==> src/rtl/core/pts_ram.sv <==
// generic single write port ram with registered read
`timescale 1ns / 1ps
module pts_ram #(
  parameter int WIDTH = 8,
  parameter int DEPTH = 16
) (
  input  logic                                  clk,
  input  logic                                  we,
  input  logic [(DEPTH > 1 ? $clog2(DEPTH) : 1)-1:0] waddr,
  input  logic [WIDTH-1:0]                      wdata,
  input  logic [(DEPTH > 1 ? $clog2(DEPTH) : 1)-1:0] raddr,
  output logic [WIDTH-1:0]                      rdata
);

  logic [WIDTH-1:0] mem [DEPTH];

  always_ff @(posedge clk) begin
    if (we) begin
      mem[waddr] <= wdata;
    end
    rdata <= mem[raddr];
  end

endmodule

==> config.mk <==
export PLATFORM = sky130hd
export DESIGN_NAME = pts_ram
export DESIGN_NICKNAME = d
export VERILOG_FILES = /design/src/rtl/core/pts_ram.sv
export SDC_FILE = /design/constraint.sdc
export NUM_CORES = 1
export LEC_CHECK = 0
export ABC_AREA = 0
export BUFFER_PORTS_ARGS = -buffer_cell sky130_fd_sc_hd__buf_2
export CELL_PAD_IN_SITES_DETAIL_PLACEMENT = 1
export CELL_PAD_IN_SITES_GLOBAL_PLACEMENT = 2
export CORE_MARGIN = 1
export CORE_UTILIZATION = 48
export DETAILED_ROUTE_END_ITERATION = 8
export GPL_ROUTABILITY_DRIVEN = 0
export HOLD_SLACK_MARGIN = 0.02
export PLACE_DENSITY = 0.75
export RECOVER_POWER = 100
export SYNTH_ARGS = -nofsm -noshare
export SYNTH_HDL_FRONTEND = slang
export SYNTH_SLANG_ARGS = --single-unit
==> constraint.sdc <==
create_clock -name clk -period 2.2 [get_ports clk]
set_clock_uncertainty 0.05 [all_clocks]
set_input_delay 0.44 -clock clk [delete_from_list [all_inputs] [get_ports clk]]
set_output_delay 0.44 -clock clk [all_outputs]
set_load 0.02 [all_outputs]
# Word level (Yosys, flattened, before mapping)

Memories as Yosys holds them, arrays and structs flattened. A register that Yosys moved wholly into a read port is not among the register bits.
Cells that the tools add are included.
Widths: inputs -> output; s select.

Mux-type cells: 2

Operator list:

| operator | count |
|---|---|
| $mux 1   | 2 |

Register bits after elaboration: 0
Bits in writable memories: 128
Bits of input ports: 18
Output and inout port bits: 8
Word-level logic and storage cells: 3
Memories: 1

Memories:

| memory | words | width | read ports | clocked after memory_dff | wr ports | line | source |
|---|---|---|---|---|---|---|---|
| mem    | 16    | 8     | 1          | 1                        | 1        | 15   | `logic [WIDTH-1:0] mem [DEPTH];` |

# Depth between registers and ports, before layout

Depth after elaboration: 2
Gate-level depth with buffers: 5
Gate-level depth less buffers: 3

# Least setup slack after synthesis

No wires, ideal clock.

Kind: input to register
Start: input waddr[2] (netlist name)
End: memory mem[0][0], enable pin
Library setup time: 383 ps
Data arrival time: 1550 ps
Required time: 1767 ps
Slack: 217 ps
Cell stages on the path: 2
Buffers on the path: 0
Cells stage by stage: or3b_2 nor3_1

RTL lines:

| what            | line | source |
|---|---|---|
| start, declared | 9    | `input logic [(DEPTH > 1 ? $clog2(DEPTH) : 1)-1:0] waddr,` |
| end, declared   | 15   |  |

No word-level cell before the write port.

# Final worst setup path

Start: input we
End: memory mem[2][7], enable pin

Longest elaborated chain between the ends: 2

RTL lines:

| what                         | line | source |
|---|---|---|
| start, declared              | 8    | `input logic we,` |
| $mux 1                       | 18   | `if (we) begin` |
| $mux 1 (not written as such) | 19   | `mem[waddr] <= wdata;` |

No other way between the ends.

==> results.toml <==
[logic_synthesis]
ys_top_cells_by_count = "edfxtp_1, mux4_2, a22oi_1"
synth_cell_type_count = 19
yosysMostFrequentCell = "edfxtp_1"
synth.largest_area_cell = "edfxtp_1"
syn_inst = 229
yosysWarnings = 0
syn_area_mm2 = 0.00515
yosysSeqAreaShare_pct = 77.8
synth_top_area_share_pct = 74.7
yosys_most_used_dff = "edfxtp_1"
synth_area_leaders = "edfxtp_1, mux4_2, mux4_1"
synth-edff-count = 128
synthArstFlopShare_pct = 0
synthesis.nets = 247
synth-seq-cells = 136
syn_avg_cell_area_um2 = 22.5

[sta]
rsz0062_at_grt = "false"
fin_setup_tns_ns = 0
tightestPinTransition_ns = 0.681
final-hold-violation-count = 0
fin_crit_ns = 1.62
drv_slew = 0
slew_headroom_pct = 54.6
fmax_mhz = 617
period_share_pct = 73.6
setup_viol = 0

[floorplan]
io_pins = 26
start_util_pct = 49.6
dieWidth_um = 106
dieArea_mm2 = 0.0111
core-area_mm2 = 0.0104
die_h_um = 106
rows = 37

[global_routing]
grt_overflow_total = 0
gr-usage-all-layers_pct = 20.8
grt_pass1_wl_um = 15600
grt_pass1_vias = 2566
grt_start_max_net_pins = 33
antenna_found_initial = 0

[detailed_routing]
vias = 2402
routedWlPerCell_um = 23.9
ant_nets = 0
drtIter0Drc = 143
drt_first_pass_iters = 4
vias_per_cell = 5.55
routed_wl_um = 10300
drc = 0

[setup_path]
rr_startpoint = "mem[2][5]"
r2r_cells = 3
cp.arrival_ns = 1.71
regToRegEndpoint = "rdata[5]"
critPathLaunch = "we"
crit_type = "in -> reg"
worst_setup_path_start_kind = "input port"
regToRegSetupSlack_ns = 0.77
required_ns = 2.29
path_max_fanout = 8
worstSetupEndpointType = "flip-flop"

[cts]
cts-buffers-inserted = 17
clkTransAtPathRegs_ns = 0.06
cts_buffer_depth = 2
tritoncts = "yes"
clk_latency_ns = 0.51
clock_sinks = 136
cts_setup_buffers = 0
htree_levels = 4
hold_buffers = 0
root_buffer = "clkbuf_8"
cts_resized = 0

[power_and_ir_drop]
power_density_mw_per_mm2 = 1010
max-vdd-ir-drop_mv = 0.450
power.switching_mw = 1.16
switching_share_pct = 18.9
share_seq_of_total_power_pct = 47.7
clkPwrFrac_pct = 47.8
combPwrFrac_pct = 4.6
p_leak_nw = 2.00
internal-power_mw = 4.97

[outcome]
outcome = "finished clean"

[min_path]
min_delay_worst_endpoint = "mem[8][3]"
hold_class = "in -> reg"
hp-start = "wdata[3]"
whs_path_depth = 1

[finish]
drive_gt1_share_pct = 19.5
synthToLayoutAreaGrowth_pct = 18.3
final_area_mm2 = 0.00609
diodes = 0
nFillCells = 926
fin_nets = 302

[placement]
post_dp_cell_area_mm2 = 0.00555
portBuffers = 25
hpwl_um = 6250

[job]
cap_violations = 0
-- worst max-delay path, cell delays in order --
cell and delay, ns:
clkbuf_1 0.15, or3b_2 0.51, nor2_1 0.11, clkbuf_1 0.50
-- how the worst max path moves through the flow --
stage / slack, ns / depth (start not counted) / end
2_1_floorplan: 0.22 / 2 / mem[0][0]
3_3_place_gp: 0.29 / 5 / rdata[4]
3_5_place_dp: 0.29 / 5 / rdata[4]
4_1_cts: 0.63 / 1 / rdata[7]
5_1_grt: 0.48 / 4 / mem[0][7]
6_report: 0.58 / 4 / mem[2][7]
-- area by class of cell --
class                      instances  area, um2  area share (%)
clock inverter                     8        143            2.34
tap                              136        170            2.79
sequential                       136       4000            65.7
multi-input combinational         83       1060            17.4
timing repair buffer              46        235            3.86
clock buffer                      24        480            7.89
-- logic make-up after synthesis --
logic type,synth area share (%)
buffers and inverters,1.68
multiplexers,15.0
flip-flops,77.8
AND/OR/NAND/NOR,3.18
AO/OA/AOI/OAI,2.33
-- through the flow --
| stage | power (mW) | setup slack [ns] | std cells | hold WS (ns) | util, % |
|---|---|---|---|---|---|
| floorplan | 3.13 | 0.217 | 229 | 0.489 | - |
| global placement | 3.26 | 0.291 | 401 | 0.602 | 53.5 |
| CTS | 6.18 | 0.631 | 433 | 0.241 | 59.5 |
| global route | 6.27 | 0.481 | 433 | 0.407 | 58.7 |
| detailed placement | 3.27 | 0.286 | 401 | 0.614 | 53.5 |
| finish | 6.12 | 0.580 | 433 | 0.401 | 58.7 |
-- power by group through the flow --
stage | registers, mW | logic, mW | clock network (mW)
after floorplan | 2.98 | 0.147 | 0
after global placement | 2.97 | 0.291 | 0
after detailed placement | 2.97 | 0.297 | 0
after CTS | 2.92 | 0.299 | 2.96
after global routing | 2.92 | 0.305 | 3.05
final | 2.92 | 0.279 | 2.92
-- per-layer routing --
metal  track usage, %  wire, um
met2             32.4      5340
met5                0         0
met3             4.39       260
met1             28.8      4660
met4             8.93        80
-- sequential cells by signal, indices dropped and copies added (netlist names) --
name	cells
rdata	8
mem	128
-- layout by cell type, fill, tap and decap left out, types with 2 or more instances in the layout --
master and count:
nand3b_1 2, dfxtp_1 8, bufinv_16 4, nor3_1 4, clkbuf_16 16, a22oi_1 16
buf_12 3, mux4_2 18, nand2_1 9, edfxtp_1 128, clkbuf_1 39, mux4_1 14
nand2b_1 2, buf_2 5, nor2_1 13, buf_4 2, clkinv_2 3, clkbuf_8 5
Note: power is estimated with default switching activity, not from simulation.
